[src/rtl/aged_duplicate_filter_defines.svh]
// assertion macros shared by the filter rtl
`ifndef AGED_DUPLICATE_FILTER_DEFINES_SVH
`define AGED_DUPLICATE_FILTER_DEFINES_SVH

// same-cycle implication, off during reset
`define ADF_ASSERT_NOW(label, clk, rst_n, ante, cons, msg) \
  label: assert property (@(posedge clk) disable iff (!rst_n) (ante) |-> (cons)) else $error(msg);

// next-cycle implication, off during reset
`define ADF_ASSERT_NEXT(label, clk, rst_n, ante, cons, msg) \
  label: assert property (@(posedge clk) disable iff (!rst_n) (ante) |=> (cons)) else $error(msg);

`endif

[src/rtl/adf_pkg.sv]
package adf_pkg;

  localparam int DEPTH      = 32;
  localparam int SLOT_W     = $clog2(DEPTH);
  localparam int COUNT_W    = $clog2(DEPTH + 1);
  localparam int HASH_W     = 16;
  localparam int STAMP_W    = 16;
  localparam int LIVE_OUT_W = 6;

  typedef enum logic [1:0] {
    OP_TICK         = 2'd0,
    OP_CHECK_INSERT = 2'd1,
    OP_LOOKUP       = 2'd2,
    OP_INSERT       = 2'd3
  } op_t;

  typedef struct packed {
    op_t               op;
    logic [HASH_W-1:0] value;
  } in_req_t;

  typedef struct packed {
    logic                  found;
    logic [LIVE_OUT_W-1:0] live_count;
  } out_rsp_t;

  typedef struct packed {
    logic [HASH_W-1:0]  hash;
    logic [STAMP_W-1:0] stamp;
  } entry_t;

  typedef struct packed {
    logic hit;
    logic expired;
  } cmp_res_t;

  // low bits of the live count as reported on the result port
  function automatic logic [LIVE_OUT_W-1:0] to_live_out(input logic [COUNT_W-1:0] c);
    logic [31:0] w;
    w = 32'(c);
    return w[LIVE_OUT_W-1:0];
  endfunction

endpackage

[src/rtl/aged_duplicate_filter.sv]
// Duplicate filter over a ring of the last DEPTH packet hashes, each stamped
// with the tick at which it was stored. A request is taken when start is high
// and busy is low; busy then stays high until the request is done. Every
// request gives exactly one result, shown for one cycle with out_strobe high;
// the receiver cannot stall, so it must take the result in that cycle. A
// request goes through an accept step, then a walk over the ring entries by
// the shared compare unit (a lookup stops at the first hit, a tick at the
// first young entry, else the walk runs on past the last live entry), then
// a finish step; an insert only request skips the walk. The walk goes over
// the single read port of the ring memory, so a new request is taken only
// once busy falls. The result appears in the cycle after the finish step,
// when the next request may already be taken. Writes to max_age are taken
// at any cycle with cfg_we high and should be made while the block is idle.
`include "aged_duplicate_filter_defines.svh"

module aged_duplicate_filter
  import adf_pkg::*;
(
  input  logic                clk,
  input  logic                rst_n,
  input  logic                start,
  output logic                busy,
  input  in_req_t             in_req,
  output logic                out_strobe,
  output out_rsp_t            out_rsp,
  input  logic                cfg_we,
  input  logic [STAMP_W-1:0]  cfg_wdata
);

  localparam int SUM_W = SLOT_W + 2;

  typedef enum logic [1:0] {
    S_IDLE,
    S_SCAN,
    S_FIN
  } state_t;

  // sequencer state
  state_t              state_r,      state_nxt;
  op_t                 op_r,         op_nxt;
  logic [HASH_W-1:0]   value_r,      value_nxt;
  logic [SLOT_W-1:0]   pos_r,        pos_nxt;
  logic [COUNT_W-1:0]  rem_r,        rem_nxt;
  logic                found_r,      found_nxt;

  // filter state
  logic [STAMP_W-1:0]  tick_r,       tick_nxt;
  logic [COUNT_W-1:0]  live_r,       live_nxt;
  logic [SLOT_W-1:0]   wslot_r,      wslot_nxt;
  logic [STAMP_W-1:0]  max_age_r,    max_age_nxt;

  // result register
  logic                out_strobe_r, out_strobe_nxt;
  out_rsp_t            out_rsp_r,    out_rsp_nxt;

  // ring and compare unit hookup
  logic                ram_we;
  logic [SLOT_W-1:0]   ram_waddr;
  entry_t              ram_wdata;
  logic [SLOT_W-1:0]   ram_raddr;
  entry_t              ram_rdata;
  cmp_res_t            cmp_res;

  // slot arithmetic
  logic [COUNT_W-1:0]  live_mod;
  logic [SUM_W-1:0]    oldest_sum;
  logic [SUM_W-1:0]    oldest_red;
  logic [SLOT_W-1:0]   oldest;
  logic [SLOT_W-1:0]   pos_inc;
  logic [SLOT_W-1:0]   wslot_inc;

  adf_ring u_ring (
    .clk   (clk),
    .we    (ram_we),
    .waddr (ram_waddr),
    .wdata (ram_wdata),
    .raddr (ram_raddr),
    .rdata (ram_rdata)
  );

  // one compare unit, reused for every entry of the walk
  adf_cmp u_cmp (
    .entry   (ram_rdata),
    .key     (value_r),
    .now     (tick_r),
    .max_age (max_age_r),
    .res     (cmp_res)
  );

  // oldest live slot: write slot minus live count, modulo DEPTH
  // (a full ring has its oldest entry at the write slot)
  assign live_mod   = (live_r == COUNT_W'(DEPTH)) ? '0 : live_r;
  assign oldest_sum = SUM_W'(wslot_r) + SUM_W'(DEPTH) - SUM_W'(live_mod);
  assign oldest_red = (oldest_sum >= SUM_W'(DEPTH)) ? oldest_sum - SUM_W'(DEPTH)
                                                    : oldest_sum;
  assign oldest     = oldest_red[SLOT_W-1:0];

  assign pos_inc   = (pos_r == SLOT_W'(DEPTH - 1)) ? '0 : pos_r + 1'b1;
  assign wslot_inc = (wslot_r == SLOT_W'(DEPTH - 1)) ? '0 : wslot_r + 1'b1;

  // read one entry ahead: the accept cycle fetches the oldest slot, each
  // walk cycle fetches the slot after the one being compared
  assign ram_raddr = (state_r == S_IDLE) ? oldest : pos_inc;
  assign ram_waddr = wslot_r;
  assign ram_wdata = '{hash: value_r, stamp: tick_r};

  always_comb begin
    state_nxt      = state_r;
    op_nxt         = op_r;
    value_nxt      = value_r;
    pos_nxt        = pos_r;
    rem_nxt        = rem_r;
    found_nxt      = found_r;
    tick_nxt       = tick_r;
    live_nxt       = live_r;
    wslot_nxt      = wslot_r;
    max_age_nxt    = cfg_we ? cfg_wdata : max_age_r;
    out_strobe_nxt = 1'b0;
    out_rsp_nxt    = out_rsp_r;
    ram_we         = 1'b0;

    unique case (state_r)
      S_IDLE: begin
        if (start) begin
          op_nxt    = in_req.op;
          value_nxt = in_req.value;
          pos_nxt   = oldest;
          rem_nxt   = live_r;
          found_nxt = 1'b0;
          // time advances before any age is checked
          if (in_req.op == OP_TICK) begin
            tick_nxt = tick_r + 1'b1;
          end
          state_nxt = (in_req.op == OP_INSERT) ? S_FIN : S_SCAN;
        end
      end

      S_SCAN: begin
        if (op_r == OP_TICK) begin
          // expire oldest first, stop at the first young entry
          if (live_r == '0 || !cmp_res.expired) begin
            state_nxt = S_FIN;
          end else begin
            live_nxt = live_r - 1'b1;
            pos_nxt  = pos_inc;
          end
        end else begin
          // lookup over the live entries, stop at the first hit
          if (rem_r == '0) begin
            state_nxt = S_FIN;
          end else if (cmp_res.hit) begin
            found_nxt = 1'b1;
            state_nxt = S_FIN;
          end else begin
            rem_nxt = rem_r - 1'b1;
            pos_nxt = pos_inc;
          end
        end
      end

      S_FIN: begin
        if (op_r == OP_CHECK_INSERT || op_r == OP_INSERT) begin
          // overwrite at the write slot; a full ring drops its oldest entry
          ram_we    = 1'b1;
          wslot_nxt = wslot_inc;
          if (live_r < COUNT_W'(DEPTH)) begin
            live_nxt = live_r + 1'b1;
          end
        end
        out_strobe_nxt         = 1'b1;
        out_rsp_nxt.found      = found_r;
        out_rsp_nxt.live_count = to_live_out(live_nxt);
        state_nxt              = S_IDLE;
      end

      default: begin
        state_nxt = S_IDLE;
      end
    endcase
  end

  always_ff @(posedge clk) begin
    if (!rst_n) begin
      state_r      <= S_IDLE;
      tick_r       <= '0;
      live_r       <= '0;
      wslot_r      <= '0;
      max_age_r    <= STAMP_W'(6);
      out_strobe_r <= 1'b0;
    end else begin
      state_r      <= state_nxt;
      tick_r       <= tick_nxt;
      live_r       <= live_nxt;
      wslot_r      <= wslot_nxt;
      max_age_r    <= max_age_nxt;
      out_strobe_r <= out_strobe_nxt;
    end
    // payload, no reset needed
    op_r      <= op_nxt;
    value_r   <= value_nxt;
    pos_r     <= pos_nxt;
    rem_r     <= rem_nxt;
    found_r   <= found_nxt;
    out_rsp_r <= out_rsp_nxt;
  end

  assign busy       = (state_r != S_IDLE);
  assign out_strobe = out_strobe_r;
  assign out_rsp    = out_rsp_r;

  // checks
  `ADF_ASSERT_NOW(a_live_bound, clk, rst_n, 1'b1, live_r <= COUNT_W'(DEPTH), "live count above ring depth")
  `ADF_ASSERT_NEXT(a_accept_busy, clk, rst_n, start && !busy, busy, "accepted request did not raise busy")
  `ADF_ASSERT_NOW(a_strobe_idle, clk, rst_n, out_strobe, !busy, "result shown while a request is still at work")
  `ADF_ASSERT_NEXT(a_tick_no_grow, clk, rst_n, state_r == S_SCAN && op_r == OP_TICK, live_r <= $past(live_r), "tick raised the live count")

endmodule

[src/rtl/adf_ring.sv]
module adf_ring
  import adf_pkg::*;
(
  input  logic              clk,
  input  logic              we,
  input  logic [SLOT_W-1:0] waddr,
  input  entry_t            wdata,
  input  logic [SLOT_W-1:0] raddr,
  output entry_t            rdata
);

  entry_t mem [DEPTH];
  entry_t rdata_r;

  always_ff @(posedge clk) begin
    if (we) begin
      mem[waddr] <= wdata;
    end
    rdata_r <= mem[raddr];
  end

  assign rdata = rdata_r;

endmodule

[src/rtl/adf_cmp.sv]
module adf_cmp
  import adf_pkg::*;
(
  input  entry_t             entry,
  input  logic [HASH_W-1:0]  key,
  input  logic [STAMP_W-1:0] now,
  input  logic [STAMP_W-1:0] max_age,
  output cmp_res_t           res
);

  logic [STAMP_W-1:0] age;

  // age wraps with the 16-bit time counter
  assign age         = now - entry.stamp;
  assign res.hit     = (entry.hash == key);
  assign res.expired = (age > max_age);

endmodule

[config.mk]
export PLATFORM = sky130hd
export DESIGN_NAME = aged_duplicate_filter
export DESIGN_NICKNAME = d
export VERILOG_FILES = /design/src/rtl/adf_pkg.sv /design/src/rtl/aged_duplicate_filter.sv /design/src/rtl/adf_ring.sv /design/src/rtl/adf_cmp.sv
export VERILOG_INCLUDE_DIRS = /design/src /design/src/rtl
export SDC_FILE = /design/constraint.sdc
export NUM_CORES = 1
export LEC_CHECK = 0
export BUFFER_PORTS_ARGS = -buffer_cell sky130_fd_sc_hd__buf_4
export CORE_MARGIN = 2
export CORE_UTILIZATION = 40
export DETAILED_ROUTE_END_ITERATION = 7
export GPL_TIMING_DRIVEN = 1
export SLEW_MARGIN = 20
export SYNTH_ARGS = -nofsm -noshare
export SYNTH_HDL_FRONTEND = slang
export SYNTH_SLANG_ARGS = --single-unit
[constraint.sdc]
create_clock -name clk -period 5.9 [get_ports clk]
set_input_delay 0.59 -clock clk [delete_from_list [all_inputs] [get_ports clk]]
set_output_delay 0.59 -clock clk [all_outputs]
set_load 0.01 [all_outputs]
Yosys cells after proc, flatten, opt, wreduce, memory -nomap -nowiden
Memory sizes are Yosys's and may differ from the RTL's. A register that Yosys moved wholly into a read port is not among the register bits.
Index checks and enable logic that the tools add are counted.
- register bits after elaboration: 83
- RAM bits: 1024
- bits of input ports: 38
- memories kept: 1
- memory list (memory ; depth ; bits a word ; read ports ; clocked after memory_dff ; wr ports ; RTL line ; source):
    u_ring.mem ; 32 ; 32 ; 1 ; 1 ; 1 ; adf_ring.sv:12 ; entry_t mem [DEPTH];
- add/sub/neg operators: 10
- $lt $le $gt $ge: 3
- eq/ne operators: 21
- multiplexer cells: 38
- reductions and logical operators: 19
- operators by type and width (cell ; number):
    2-to-1 mux 6 bit ; 9
    2-to-1 mux 5 bit ; 9
    one-hot mux 6 bit (2 select lines) ; 2
    adder 16 x 1 -> 16 bit (second input constant) ; 1
    == test 16 bit ; 1
    > comparator 16 bit ; 1
    subtractor 16 bit ; 1
    AND reduction 5 bit ; 3
    inequality test 2 bit (second input constant) ; 7
    logical NOT 6 bit ; 2
    2-to-1 mux 2 bit ; 6
    inequality test 3 bit (second input constant) ; 4
    subtractor 6 x 1 -> 6 bit (second input constant) ; 2
    adder 5 x 1 -> 5 bit (second input constant) ; 2
    == test 5 bit (second input constant) ; 2
    one-hot mux 5 bit (2 select lines) ; 1
    2-to-1 mux 1 bit ; 9
    AND reduction 3 bit ; 3
    adder 5 x 6 -> 7 bit (second input constant) ; 1
    greater-or-equal comparator 7 x 6 -> 1 bit (second input constant) ; 1
    subtractor 7 x 6 -> 7 bit ; 1
    adder 6 x 1 -> 6 bit (second input constant) ; 1
    == test 2 bit (second input constant) ; 3
    == test 6 bit (second input constant) ; 1
    other kinds (11) ; 18

Logic depth before layout (Yosys ltp)
- depth after elaboration: 7
- mapped depth: 18
- depth with buffers taken out: 18

Cells and area by module
Synthesis repeated with hierarchy kept, for this count alone.
- cell total of the unflattened synthesis: 2829
- area total of the unflattened synthesis: 45798.9 um^2
- by module, submodules not included (module ; times used ; cells an instance ; area each (um^2) ; seq. area each (um^2)):
    adf_ring ; 1 ; 2260 ; 40487.6 ; 31390.1
    aged_duplicate_filter ; 1 ; 379 ; 3913.8 ; 2031.9
    adf_cmp ; 1 ; 190 ; 1397.6 ; 0.0

Worst setup path after synthesis
OpenSTA, ideal clock, no wires.
- path type: register to register
- start point: register tick_r[0]
- end point: register pos_r[0], enable pin
- setup time: 0.374 ns
- arrival time: 4.307 ns
- data required time: 5.526 ns
- slack: 1.220 ns
- stages on the path, launching flop included: 18
- buffers on the path: 0
- period minus slack after synthesis: 4.680 ns
- cells stage by stage: dfxtp_1 inv_1 ha_1 fa_1 nor2b_1 o21ai_0 a21boi_0 o21ai_0 a211oi_1 mux2i_1 nand3_1 ha_1 nand4_1 a2111o_1 o211ai_1 and2_1 nor3b_1 nor3_1
- word-level cells in the longest chain between the ends: 6
- RTL lines (what ; RTL line ; source):
    from (decl) ; aged_duplicate_filter.sv:47 ; logic [STAMP_W-1:0] tick_r, tick_nxt;
    from (signal assigned) ; aged_duplicate_filter.sv:192 ; tick_r <= tick_nxt;
    subtractor 16 bit ; adf_cmp.sv:14 ; assign age = now - entry.stamp;
    > comparator 16 bit ; adf_cmp.sv:16 ; assign res.expired = (age > max_age);
    logical NOT 1 bit ; aged_duplicate_filter.sv:141 ; if (live_r == '0 || !cmp_res.expired) begin
    logical OR 1 bit ; aged_duplicate_filter.sv:141 ;
    inequality test 3 bit (no source line) ; n/a ;
    AND reduction 5 bit (no source line) ; n/a ;
    to (signal assigned) ; aged_duplicate_filter.sv:201 ; pos_r <= pos_nxt;
    to (decl) ; aged_duplicate_filter.sv:42 ; logic [SLOT_W-1:0] pos_r, pos_nxt;
Every way passes these cells.
A chain may end at the register's enable or synchronous reset.

Worst setup path after layout
- start point: register tick_r[0]
- end point: register pos_r[1], enable pin
Same word-level chain as after synthesis.

==> run metrics <==
status=finished, final reports clean; fraction of layout cells with a size suffix above 1=0.258; combinational power share=0.123; Antenna diodes=0; met3 GRT Util=0.0365; arrival time worst endpoint=5.09 ns; Sw Share=0.235; nets=2,488; LEAKAGE=16.4 nW; Post-CTS Hold Buffers=0; top cells by area, synth=edfxtp_1, mux4_2, dfxtp_1; Seq pwr share=0.482; Final min period=4.77 ns; DR vias/cell=5.60; P&R area growth vs syn=14.9%; syn avg cell area=20.1 um2; crit-path max FO=5; Final TNS setup=0 ns; clock group share of total power=0.395; largest net degree at the start of global routing=73; Hold Crit Class=in2reg; wire per inst=27.0 um; Die Ht=340 um; global route overflow=0; Critical Path End Type=register; Initial Util=0.402; Area after DPL=48,100 um2; Switch Pwr=4.40 mW; max-cap violation count=0; Setup Fix Bufs, Post-CTS=0; WL final=108,000 um; root buffer cell=clkbuf_16; clock buffer depth=3; number of enable flip-flop cells after synthesis=1,061; DRT iter0 DRCs=2,564; Crit Path Class=reg2reg; Setup crit start kind=register; final worst setup slack=1.13 ns; internal power=14.3 mW; part of the Yosys area used for sequential elements=0.739; clk sinks=1,139; dpl hpwl=60,700 um; area of the multi-input gates=11,300 um2; Post-synth ARST share=0; Synth Register Bits=1,139; die area=116,000 um2; Cells after DPL=3,785; Tot Pwr=18.7 mW; crit share post-route=0.809; FILL cells=9,362; Slew @ Worst Pin=1.11 ns; max frequency=209 MHz; first-pass GRT wire length=157,000 um; commonest cells after routing, fill and taps aside=edfxtp_1, mux4_2, buf_4, nand2_1, mux2i_1; Worst Path Required=6.21 ns; # port buffers=46; syn_nets=2,338; post-route ant nets=0; H-tree levels=3; Final setup viols=0; post-synth top area share=0.705; grt peak-use layer=met2; final core utilization=0.463; Slew HR=0.259; RSZ-0062 raised after global routing=no; Die Wd=340 um; routed vias=22.4k; TritonCTS buffer count=112; Placeable Area=112,000 um2; std cell rows=123; final hold violation count=0; Setup Slack @ Placement=1.13 ns; cell count after synthesis=2,250; final std cells w/o fill=3,994; FF+latch area=33,400 um2; CTS tree=yes; IO Pins=47; Layout Skew=0.0251 ns; Netlist cell types=62; VDD IR max=0.000262 V; fin area=52,000 um2; antenna violations before repair=0; Skew-Pair Late Insertion Delay=0.70 ns; residual DRC count=0; met2 usage=0.296; vias in the first global route=23.1k; Post-Syn Area=45,200 um2; routability cong.=0.760; GRT Total Usage=0.186; Clock transition at path regs=0.06 ns; Pwr per Cell Area=361 nW/um2; DR pass1 iterations=6; grt met1 use=0.265; synth warn=0; Synth area leader=edfxtp_1; Main synth FF type=edfxtp_1; commonest non-fill, non-tap cell in the layout=edfxtp_1; hold slack=0.0686 ns; CTS resizes=0; Max Slew Vio Count=0
[cells by family (layout without fill, tap and decap cells)]
kind of cell / after synthesis / in the layout / synth area share
adders and majority gates: 50 / 50 / 0.0142
and+or+nand+nor: 310 / 310 / 0.0330
muxes: 372 / 372 / 0.153
AOI/OAI and AO/OA: 162 / 162 / 0.0313
buffers and inverters: 159 / 403 / 0.0177
DFF: 1139 / 1139 / 0.739
xor gates and xnor gates: 58 / 58 / 0.0112
[cell type report]
type	instances	share of cell area
timing repair buffer	143	0.0256
tap	1500	0.0361
inverter	52	0.00385
sequential	1139	0.643
clock inverter	72	0.0169
clock buffer	136	0.0571
multi-input combinational	952	0.217
[final timing paths]
check	cells past startpoint	to	slack, ns	startpoint
setup / recovery	17	pos_r[1]$_DFFE_PP_	1.13	tick_r[0]$_SDFFE_PN0P_
hold / removal	1	value_r[2]$_DFFE_PP_	0.07	in_req[2]
setup reg to reg	17	pos_r[1]$_DFFE_PP_	1.13	tick_r[0]$_SDFFE_PN0P_
hold reg to reg	0	out_rsp[6]$_DFFE_PP_	0.42	found_r$_DFFE_PP_
[Yosys cell counts (all sizes together) (23+ instances only)]
cell type,count
mux2i,116
a21oi,27
edfxtp,1061
a221oi,32
mux4,256
nor2b,24
a32o,32
buf,69
nor2,59
dfxtp,78
nand2,121
clkbuf,38
o21ai,23
inv,51
xor2,27
xnor2,31
ha,48
[power groups by stage]
stage	combinational, mW	sequential, mW	clock [mW]
finish	2.31	9.02	7.41
global placement	2.28	9.19	0
floorplan	1.66	9.18	0
CTS	2.32	9.03	7.53
global route	2.49	9.03	7.85
detailed placement	2.31	9.20	0
[critical path, stage by stage, from the launching register on]
cell      delay (ns)
dfxtp_1         0.33
inv_1           0.08
ha_1            0.24
fa_1            0.41
nor2b_1         0.12
o21ai_0         0.11
a21boi_0        0.36
o21ai_0         0.16
a211oi_1        0.39
mux2i_1         0.23
nand3_1         0.09
ha_1            0.30
nand4_1         0.13
a2111o_1        0.31
o211ai_1        0.20
and2_1          0.28
nor3b_1         0.11
nor3_1          0.55
[flip-flops by register name, summed over array words and instances (netlist names), 5 cells and up]
name and flops:
max_age_r 16, out_rsp 7, tick_r 16, rem_r 6, live_r 6, u_ring.rdata 32, u_ring.mem 1024, pos_r 5
value_r 16, ram_waddr 5
[layer usage]
metal / up-vias / part of all wire
met1: 11800 / 0.43
met4: 0 / 0.023
met3: 164 / 0.074
met2: 887 / 0.47
li1: 9506 / -
met5: - / 0
No activity file was read; power rests on OpenSTA's default activity.
